==> src/design/tgep_pkg.sv <==
// Types and constants shared by the timestamp gap event profiler.
package tgep_pkg;

  localparam int TimeBits = 64;
  localparam logic [63:0] TimeMask = {64{1'b1}} >> (64 - TimeBits);
  localparam logic [63:0] AllOnes = {64{1'b1}};

  localparam int PaddrW = 3;
  localparam logic RegGapThreshold = 1'b0;
  localparam logic RegEventLimit = 1'b1;

  localparam logic CmdSample = 1'b0;
  localparam logic CmdRearm = 1'b1;

  localparam logic [30:0] GapThresholdReset = 31'd1000;
  localparam logic [15:0] EventLimitReset = 16'd100;

  typedef struct packed {
    logic [30:0] gap_threshold;
    logic [15:0] event_limit;
  } cfg_t;

  // Declared from the top bit down so that event_index lands in the low bits.
  typedef struct packed {
    logic [63:0] sum_inactive;
    logic [63:0] max_inactive;
    logic [63:0] min_inactive;
    logic [63:0] sum_active;
    logic [63:0] max_active;
    logic [63:0] min_active;
    logic [63:0] inactive_span;
    logic [63:0] active_span;
    logic [63:0] gap_end;
    logic [63:0] gap_start;
    logic [15:0] event_index;
  } out_data_t;

  localparam int OutDataW = $bits(out_data_t);

endpackage

==> src/design/tgep_cfg.sv <==
// APB register file holding the gap threshold and the event limit.
module tgep_cfg import tgep_pkg::*; (
  input  logic              clk_i,
  input  logic              rst_ni,
  input  logic              psel,
  input  logic              penable,
  input  logic              pwrite,
  input  logic [PaddrW-1:0] paddr,
  input  logic [31:0]       pwdata,
  output logic [31:0]       prdata,
  output logic              pready,
  output cfg_t              cfg_o
);

  cfg_t cfg_q, cfg_d;
  logic wr_en;
  logic reg_sel;

  assign pready  = 1'b1;
  assign wr_en   = psel & penable & pwrite;
  assign reg_sel = paddr[2];

  always_comb begin
    cfg_d = cfg_q;
    if (wr_en) begin
      case (reg_sel)
        RegGapThreshold: cfg_d.gap_threshold = pwdata[30:0];
        RegEventLimit:   cfg_d.event_limit   = pwdata[15:0];
        default:         cfg_d = cfg_q;
      endcase
    end
  end

  always_comb begin
    case (reg_sel)
      RegGapThreshold: prdata = {1'b0, cfg_q.gap_threshold};
      RegEventLimit:   prdata = {16'd0, cfg_q.event_limit};
      default:         prdata = 32'd0;
    endcase
  end

  always_ff @(posedge clk_i or negedge rst_ni) begin
    if (!rst_ni) begin
      cfg_q.gap_threshold <= GapThresholdReset;
      cfg_q.event_limit   <= EventLimitReset;
    end else begin
      cfg_q <= cfg_d;
    end
  end

  assign cfg_o = cfg_q;

endmodule

==> src/design/tgep_core.sv <==
// Capture state, gap detection and running statistics; one word per fired cycle.
module tgep_core import tgep_pkg::*; (
  input  logic        clk_i,
  input  logic        rst_ni,
  input  logic        fire_i,
  input  logic        cmd_i,
  input  logic [63:0] time_i,
  input  cfg_t        cfg_i,
  output logic        hit_o,
  output out_data_t   data_o,
  output logic        final_o
);

  logic [63:0] prev_sample_q, prev_sample_d;
  logic        primed_q, primed_d;
  logic [63:0] prev_gap_end_q, prev_gap_end_d;
  logic [15:0] event_count_q, event_count_d;
  logic        done_q, done_d;
  logic [63:0] act_min_q, act_min_d, act_max_q, act_max_d, act_sum_q, act_sum_d;
  logic [63:0] ina_min_q, ina_min_d, ina_max_q, ina_max_d, ina_sum_q, ina_sum_d;

  logic [63:0] t;
  logic [63:0] inact;
  logic [63:0] act;
  logic        gap_hit;
  logic        sample_ok;
  logic [64:0] act_sum_full, ina_sum_full;
  logic [15:0] limit;
  logic [16:0] count_inc;

  assign t         = time_i & TimeMask;
  assign inact     = t - prev_sample_q;
  assign act       = (prev_sample_q >= prev_gap_end_q) ? (prev_sample_q - prev_gap_end_q)
                                                       : 64'd0;
  assign sample_ok = (cmd_i == CmdSample) && !done_q && primed_q;
  assign gap_hit   = sample_ok && (t >= prev_sample_q)
                     && (inact >= {33'd0, cfg_i.gap_threshold});

  assign act_sum_full = {1'b0, act_sum_q} + {1'b0, act};
  assign ina_sum_full = {1'b0, ina_sum_q} + {1'b0, inact};
  assign limit        = (cfg_i.event_limit == 16'd0) ? 16'd1 : cfg_i.event_limit;
  assign count_inc    = {1'b0, event_count_q} + 17'd1;

  always_comb begin
    data_o.event_index   = event_count_q;
    data_o.gap_start     = prev_sample_q;
    data_o.gap_end       = t;
    data_o.active_span   = act;
    data_o.inactive_span = inact;
    data_o.min_active    = (act < act_min_q) ? act : act_min_q;
    data_o.max_active    = (act > act_max_q) ? act : act_max_q;
    data_o.sum_active    = act_sum_full[64] ? AllOnes : act_sum_full[63:0];
    data_o.min_inactive  = (inact < ina_min_q) ? inact : ina_min_q;
    data_o.max_inactive  = (inact > ina_max_q) ? inact : ina_max_q;
    data_o.sum_inactive  = ina_sum_full[64] ? AllOnes : ina_sum_full[63:0];
  end

  assign final_o = count_inc >= {1'b0, limit};
  assign hit_o   = gap_hit;

  always_comb begin
    prev_sample_d  = prev_sample_q;
    primed_d       = primed_q;
    prev_gap_end_d = prev_gap_end_q;
    event_count_d  = event_count_q;
    done_d         = done_q;
    act_min_d      = act_min_q;
    act_max_d      = act_max_q;
    act_sum_d      = act_sum_q;
    ina_min_d      = ina_min_q;
    ina_max_d      = ina_max_q;
    ina_sum_d      = ina_sum_q;
    if (fire_i) begin
      if (cmd_i == CmdRearm) begin
        prev_sample_d  = 64'd0;
        primed_d       = 1'b0;
        prev_gap_end_d = 64'd0;
        event_count_d  = 16'd0;
        done_d         = 1'b0;
        act_min_d      = AllOnes;
        act_max_d      = 64'd0;
        act_sum_d      = 64'd0;
        ina_min_d      = AllOnes;
        ina_max_d      = 64'd0;
        ina_sum_d      = 64'd0;
      end else if (!done_q) begin
        prev_sample_d = t;
        primed_d      = 1'b1;
        if (gap_hit) begin
          prev_gap_end_d = t;
          event_count_d  = count_inc[15:0];
          done_d         = final_o;
          act_min_d      = data_o.min_active;
          act_max_d      = data_o.max_active;
          act_sum_d      = data_o.sum_active;
          ina_min_d      = data_o.min_inactive;
          ina_max_d      = data_o.max_inactive;
          ina_sum_d      = data_o.sum_inactive;
        end
      end
    end
  end

  always_ff @(posedge clk_i or negedge rst_ni) begin
    if (!rst_ni) begin
      prev_sample_q  <= 64'd0;
      primed_q       <= 1'b0;
      prev_gap_end_q <= 64'd0;
      event_count_q  <= 16'd0;
      done_q         <= 1'b0;
      act_min_q      <= AllOnes;
      act_max_q      <= 64'd0;
      act_sum_q      <= 64'd0;
      ina_min_q      <= AllOnes;
      ina_max_q      <= 64'd0;
      ina_sum_q      <= 64'd0;
    end else begin
      prev_sample_q  <= prev_sample_d;
      primed_q       <= primed_d;
      prev_gap_end_q <= prev_gap_end_d;
      event_count_q  <= event_count_d;
      done_q         <= done_d;
      act_min_q      <= act_min_d;
      act_max_q      <= act_max_d;
      act_sum_q      <= act_sum_d;
      ina_min_q      <= ina_min_d;
      ina_max_q      <= ina_max_d;
      ina_sum_q      <= ina_sum_d;
    end
  end

endmodule

==> src/design/timestamp_gap_event_profiler.sv <==
// Top level of the timestamp gap event profiler: stream ports, staging registers.
//
//   Channel  | Direction | Contents
//   s_axis   | in        | tuser = cmd (0 sample, 1 rearm), tdata = sample_time
//   m_axis   | out       | tdata = one event record, tlast = final_event
//   apb      | in/out    | gap_threshold at 0x0, event_limit at 0x4
//
// One word is accepted per cycle while the output side keeps up. A word is held
// in the input register, is evaluated against the capture state in the cycle
// it moves on, and its event (if any) shows up in the output register the cycle
// after. Rearm words and samples without a gap produce nothing. When the output
// stalls with a record waiting, the input register fills and then tready drops.
// Reset clears the capture state, the config registers and both valid flags.
module timestamp_gap_event_profiler import tgep_pkg::*; (
  input  logic                clk_i,
  input  logic                rst_ni,
  // Input stream.
  input  logic                s_axis_tvalid,
  output logic                s_axis_tready,
  input  logic [63:0]         s_axis_tdata,  // [63:0] sample_time
  input  logic                s_axis_tuser,  // [0] cmd
  // Output stream.
  output logic                m_axis_tvalid,
  input  logic                m_axis_tready,
  // [15:0] event_index, [79:16] gap_start, [143:80] gap_end,
  // [207:144] active_span, [271:208] inactive_span, [335:272] min_active,
  // [399:336] max_active, [463:400] sum_active, [527:464] min_inactive,
  // [591:528] max_inactive, [655:592] sum_inactive
  output logic [OutDataW-1:0] m_axis_tdata,
  output logic                m_axis_tlast,
  // Configuration port.
  input  logic                psel,
  input  logic                penable,
  input  logic                pwrite,
  input  logic [PaddrW-1:0]   paddr,
  input  logic [31:0]         pwdata,
  output logic [31:0]         prdata,
  output logic                pready
);

  cfg_t        cfg;
  logic        in_valid_q;
  logic        in_cmd_q;
  logic [63:0] in_time_q;
  logic        out_valid_q;
  out_data_t   out_data_q;
  logic        out_last_q;
  logic        advance;
  logic        hit;
  out_data_t   res_data;
  logic        res_final;

  tgep_cfg u_cfg (
    .clk_i   (clk_i),
    .rst_ni  (rst_ni),
    .psel    (psel),
    .penable (penable),
    .pwrite  (pwrite),
    .paddr   (paddr),
    .pwdata  (pwdata),
    .prdata  (prdata),
    .pready  (pready),
    .cfg_o   (cfg)
  );

  // The staged word moves on whenever the output register is free or is
  // being emptied in this same cycle.
  assign advance       = in_valid_q && (!out_valid_q || m_axis_tready);
  assign s_axis_tready = !in_valid_q || advance;

  tgep_core u_core (
    .clk_i   (clk_i),
    .rst_ni  (rst_ni),
    .fire_i  (advance),
    .cmd_i   (in_cmd_q),
    .time_i  (in_time_q),
    .cfg_i   (cfg),
    .hit_o   (hit),
    .data_o  (res_data),
    .final_o (res_final)
  );

  always_ff @(posedge clk_i or negedge rst_ni) begin
    if (!rst_ni) begin
      in_valid_q  <= 1'b0;
      out_valid_q <= 1'b0;
    end else begin
      if (s_axis_tready) begin
        in_valid_q <= s_axis_tvalid;
      end
      if (advance) begin
        out_valid_q <= hit;
      end else if (m_axis_tready) begin
        out_valid_q <= 1'b0;
      end
    end
  end

  // Payload registers carry no reset; the valid flags qualify them.
  always_ff @(posedge clk_i) begin
    if (s_axis_tready && s_axis_tvalid) begin
      in_cmd_q  <= s_axis_tuser;
      in_time_q <= s_axis_tdata;
    end
    if (advance && hit) begin
      out_data_q <= res_data;
      out_last_q <= res_final;
    end
  end

  assign m_axis_tvalid = out_valid_q;
  assign m_axis_tdata  = out_data_q;
  assign m_axis_tlast  = out_last_q;

endmodule

==> config.mk <==
export PLATFORM = sky130hd
export DESIGN_NAME = timestamp_gap_event_profiler
export DESIGN_NICKNAME = d
export VERILOG_FILES = /design/src/design/tgep_pkg.sv /design/src/design/tgep_cfg.sv /design/src/design/tgep_core.sv /design/src/design/timestamp_gap_event_profiler.sv
export SDC_FILE = /design/constraint.sdc
export NUM_CORES = 2
export LEC_CHECK = 0
export ABC_AREA = 1
export BUFFER_PORTS_ARGS = -buffer_cell sky130_fd_sc_hd__buf_2
export CAP_MARGIN = 20
export CORE_MARGIN = 2
export CORE_UTILIZATION = 45
export DETAILED_ROUTE_END_ITERATION = 12
export HOLD_SLACK_MARGIN = 0.1
export SKIP_LAST_GASP = 1
export SYNTH_ARGS = -nofsm -noshare
export SYNTH_HDL_FRONTEND = slang
export SYNTH_SLANG_ARGS = --single-unit
==> constraint.sdc <==
create_clock -name clk_i -period 21.9 [get_ports clk_i]
set_clock_uncertainty 0.1 [all_clocks]
set_input_delay 1.095 -clock clk_i [delete_from_list [all_inputs] [get_ports clk_i]]
set_output_delay 1.095 -clock clk_i [all_outputs]
set_load 0.03 [all_outputs]
==> After elaboration in Yosys (flattened, before gate mapping) <==
Cells that the tools add are included.
{ "totals": {"inputBits": 107, "ff_bits": 1301, "elab_cells": 108, "output_inout_bits": 692} }
{ "classes": {"n_reduce_logical": 19, "n_eq_ne": 1, "mux": 42, "n_lt_le_gt_ge": 8, "n_bitwise": 4, "add_sub_neg": 5} }
{ "ops": {"columns": ["operator", "n"], "rows": [
  ["$mux W64", 30],
  ["$add A64 B64 Y65", 2],
  ["$ge A64 B64 Y1", 2],
  ["$gt A64 B64 Y1", 2],
  ["$lt A64 B64 Y1", 2],
  ["$sub A64 B64 Y64", 2],
  ["$ge A64 B31 Y1", 1],
  ["$mux W16", 4],
  ["$pmux W32 S2", 1],
  ["$add A16 B1 Y17 const B", 1],
  ["$ge A17 B16 Y1", 1],
  ["$logic_not A16 Y1", 1],
  ["$logic_and A1 B1 Y1", 7],
  ["$mux W1", 7],
  ["$reduce_and A2 Y1", 3],
  ["$reduce_bool A2 Y1", 2],
  ["$logic_not A1 Y1", 3],
  ["$reduce_and A3 Y1", 1],
  ["$and A1 B1 Y1", 2],
  ["$logic_or A1 B1 Y1", 2],
  ["$ne A2 B2 Y1 const B", 1],
  ["$not A1 Y1", 2]
]} }

==> Longest topological paths before layout <==
{ "logic_depth": {"depth_word": 8, "ltp_mapped": 41, "depth_no_buf": 38} }

==> By module <==
From an unflattened synthesis, not the netlist that was laid out.
{ "hier_totals": {"cells_unflattened": 8846, "hier_area_um2": 75397.3} }
{ "modules_own_cells": {"columns": ["mod", "n_inst", "seq_area_each_um2", "cells_each", "area_each_um2"], "rows": [
  ["tgep_core", 1, 13422.9, 7814, 51375.5],
  ["timestamp_gap_event_profiler", 1, 21730.8, 737, 21787.1],
  ["tgep_cfg", 1, 1187.4, 295, 2234.6]
]} }

==> Worst setup path before layout <==
No wires, ideal clock.
{ "synth_timing": {"path_type": "register -> register", "startpoint": "register in_time_q[0]", "endpoint": "register out_data_q (netlist bit m_axis_tdata[0]), enable pin", "arrival_ps": 10910, "period_less_slack_ps": 11749, "slack_ps": 10151, "path_stages_with_launch": 25, "path_cell_list": "edfxtp_1 inv_1 ha_1 inv_1 fa_1 nand3_1 nand2_1 nand2_1 nand2_2 a21oi_4 inv_2 nand2_1 nand2_1 xor2_1 ha_1 nand4_1 nor3_1 inv_1 nor3_1 nor2_1 nand4_2 nand3_4 inv_2 buf_2 buf_2"} }
{ "synth_rtl": {"columns": ["item", "line", "rtl"], "rows": [
  ["start, declared", "timestamp_gap_event_profiler.sv:44", "logic [63:0] in_time_q;"],
  ["start signal, assigned", "timestamp_gap_event_profiler.sv:103", "in_time_q <= s_axis_tdata;"],
  ["end signal, assigned", "timestamp_gap_event_profiler.sv:106", "out_data_q <= res_data;"],
  ["end, declared", "timestamp_gap_event_profiler.sv:46", "out_data_t out_data_q;"]
]} }

==> impl_metrics.ini <==
[worst_setup_path]
endpoint_kind = register
path_max_fanout = 157
arrival_ns = 9.34
worstPathRequired_ns = 22.22
slowest_delay_ns = 0.93
path_class = register to register
start_kind = register
crit_chain = inv_1, ha_1, a21oi_1, o21ai_0, a21oi_1, a21boi_1, o21ai_2, xor2_2, buf_4, ha_1, inv_1, nor3_1, nand4_1, nor2_1, nand4_1, nand4_2, nand3_4, inv_8, buf_12, buf_4, buf_4
crit_top_cell = buf_4
critical_path.slowest_cell = inv_8

[final_layout]
fin_area_um2 = 85320
area_delta_synth_final_pct = 15.67
n_fill_cell = 15270
fin_nets = 9941
drive_above_1_share_pct = 15.64
mostFrequentLayoutCells = 1836 x nand2_1, 1263 x inv_1, 792 x buf_2
layout.cells.most_common = nand2_1
final_util_pct = 52.42

[placed_design]
dp_hpwl_um = 214800
gp_congestion = 0.9697
dpl_cell_area_um2 = 80230
io_buffers = 793
place_ws_ns = 13.01

[synthesis]
yosysSeqAreaShare_pct = 49.27
ys_async_sr_fraction_pct = 44.50
ys_ff_latch = 1301
syn_avg_cell_area_um2 = 8.738
synth_top_area_share_pct = 29.39
synth_edf_count = 722
synth_top_area_cell = edfxtp_1
synthDistinctLibCells = 78
yosysWarningCount = 0
synth_ff_type = edfxtp_1
syn-num-nets = 9109
syn_area_um2 = 73760
synth_area_leaders = edfxtp_1 29%, dfrtp_1 15%, ha_1 9.4%, nand2_1 9.4%, inv_1 6.4%
syn_inst = 8442

[clock_network]
cts-root-buf = clkbuf_16
clock_latency_ns = 0.82
path_clk_slew_ns = 0.07
clock_sinks = 1301
post_cts_buffers = 0
ctsLongestPathBuffers = 3
htree_levels = 4
cts_buffers = 146
cts_tree = yes

[grt]
grt_pass1_vias = 59990
grt_pass1_wl_um = 400600
antenna_found_initial = 31
grt_use_total_pct = 32.42
grt_start_max_net_pins = 198
overflow = 0
busiest_layer = met2
use_met2_pct = 50.20
met1_usage_pct = 47.61
gr-usage-met3_pct = 4.191

[power]
power.density_nw_per_um2 = 161.3
power.leakage_nw = 40.23
peakVddDrop_mv = 0.1822

[run_status]
status = complete, no violations

[timing]
setup_tns_ns = 0
relSlewSlack_pct = 17.89
fin_ws_ns = 12.88
worst_pin_slew_ns = 1.223
fin_crit_ns = 9.023
rsz0062_at_grt = false
timing.final.max_slew_violations = 0
finalHoldViolations = 0
fmaxAchievable_mhz = 110.8
setup_viol_count_final = 0
post-route-period-util_pct = 41.20

[drt]
remaining_drc_errors = 0
first_pass_iters = 6
viasPerCell = 5.501
vias = 63690
drtIter0Drc = 6584
drt_wl_total_um = 277700
ant_nets = 0
wl_per_cell_um = 23.99

[worst_hold_path]
hp-class = primary input to register

[job]
cap_violations = 0

[floorplan]
dieArea_um2 = 167200
rows = 148
core_um2 = 162800
ios = 799
start_util_pct = 45.32
dieWidth_um = 408.9
die_y_um = 408.9
[metrics by stage]
step	hold slack, ns	power (mW)	instances
after floorplan	0.3249	8.374	8442
after global placement	0.3337	10.96	11300
after detailed placement	0.3381	11.06	11300
after CTS	0.2824	13.72	11570
after global routing	0.3150	14.64	11570
final	0.3455	13.76	11580
[worst max-delay path: cells and delay by family, from the launching register on]
| family | cells | cell delay [ns] |
|---|---|---|
| adder cells (fa/ha/maj) | 2 | 0.67 |
| buffers and inverters | 7 | 3.69 |
| AND/OR/NAND/NOR | 6 | 1.61 |
| XOR/XNOR | 1 | 0.17 |
| flip-flops | 1 | 0.65 |
| AO/OA/AOI/OAI | 5 | 1.39 |
[where the power goes]
part / switching [mW] / total (mW) / internal, mW
clock network: 1.06 / 2.60 / 1.54
logic: 5.32 / 7.46 / 2.15
registers: 0.239 / 3.70 / 3.46
total: 6.62 / 13.8 / 7.15
[kinds of logic after synthesis]
logic type      after synthesis  synth area share (%)
simple gates               3302                 18.95
other cells                   2               0.01018
compound gates             1654                 12.54
flops                      1301                 49.27
xor+xnor                    115                 1.396
buf+inv                    1508                 8.296
fa+ha+maj                   560                 9.540
[synthesized netlist by cell type, drive strengths merged (18+ instances only)]
cell	count
nand2	1867
inv	1290
edfxtp	722
nor2	649
a21oi	633
o21ai	594
ha	556
dfrtp	442
nand3	439
dfstp	137
o22ai	136
buf	118
clkbuf	97
a31oi	84
xor2	79
nor3	76
or2	70
and2	62
nand4	53
nand3b	51
o21a	41
xnor2	36
a211oi	29
a21o	28
nor4	25
o221ai	25
a21boi	18
[per-layer routing]
layer / part of all wire [%] / wire length [um] / vias to the layer above
met1: 46 / 127300 / 31090
met4: 2.7 / 7381 / 4
li1: - / - / 29940
met3: 6.7 / 18610 / 340
met2: 45 / 124300 / 2303
met5: 0.0097 / 27 / -
[sequential cells by signal, indices dropped and copies added (netlist names), 16 cells and up]
register and count:
in_time_q 64, m_axis_tdata 656, u_cfg.cfg_o 47, u_core.act_max_q 64, u_core.act_min_q 64, u_core.act_sum_q 64, u_core.event_count_q 16, u_core.ina_max_q 64
u_core.ina_min_q 64, u_core.ina_sum_q 64, u_core.prev_gap_end_q 64, u_core.prev_sample_q 64
[repair_timing]
item                                   in CTS  in global routing
resized for setup                           0                  0
hold buffers                                1                  0
endpoints found under the hold margin      42                  0
[area by class of cell]
class	count	area, um2	area share, %
Sequential cell	1301	36340	42.59
Multi-Input combinational cell	5633	31500	36.92
Inverter	1293	4870	5.707
Timing Repair Buffer	899	4835	5.666
Clock buffer	191	4028	4.721
Tap cell	2175	2721	3.190
Clock inverter	80	1012	1.186
Antenna cell	4	10.01	0.01173
[final timing paths]
check / startpoint / end / slack [ns] / cells after the start
setup / recovery: u_core.prev_sample_q[13] / m_axis_tdata[587] / 12.88 / 21
hold / removal: s_axis_tdata[39] / in_time_q[39] / 0.35 / 1
hold reg to reg: u_core.event_count_q[6] / m_axis_tdata[6] / 0.36 / 0
setup reg to reg: u_core.prev_sample_q[13] / m_axis_tdata[587] / 12.88 / 21
min in group asynchronous: rst_ni / u_core.event_count_q[11] / 0.69 / 2
max in group asynchronous: rst_ni / u_core.act_min_q[3] / 17.57 / 7
Note: power is estimated with default switching activity, not from simulation.
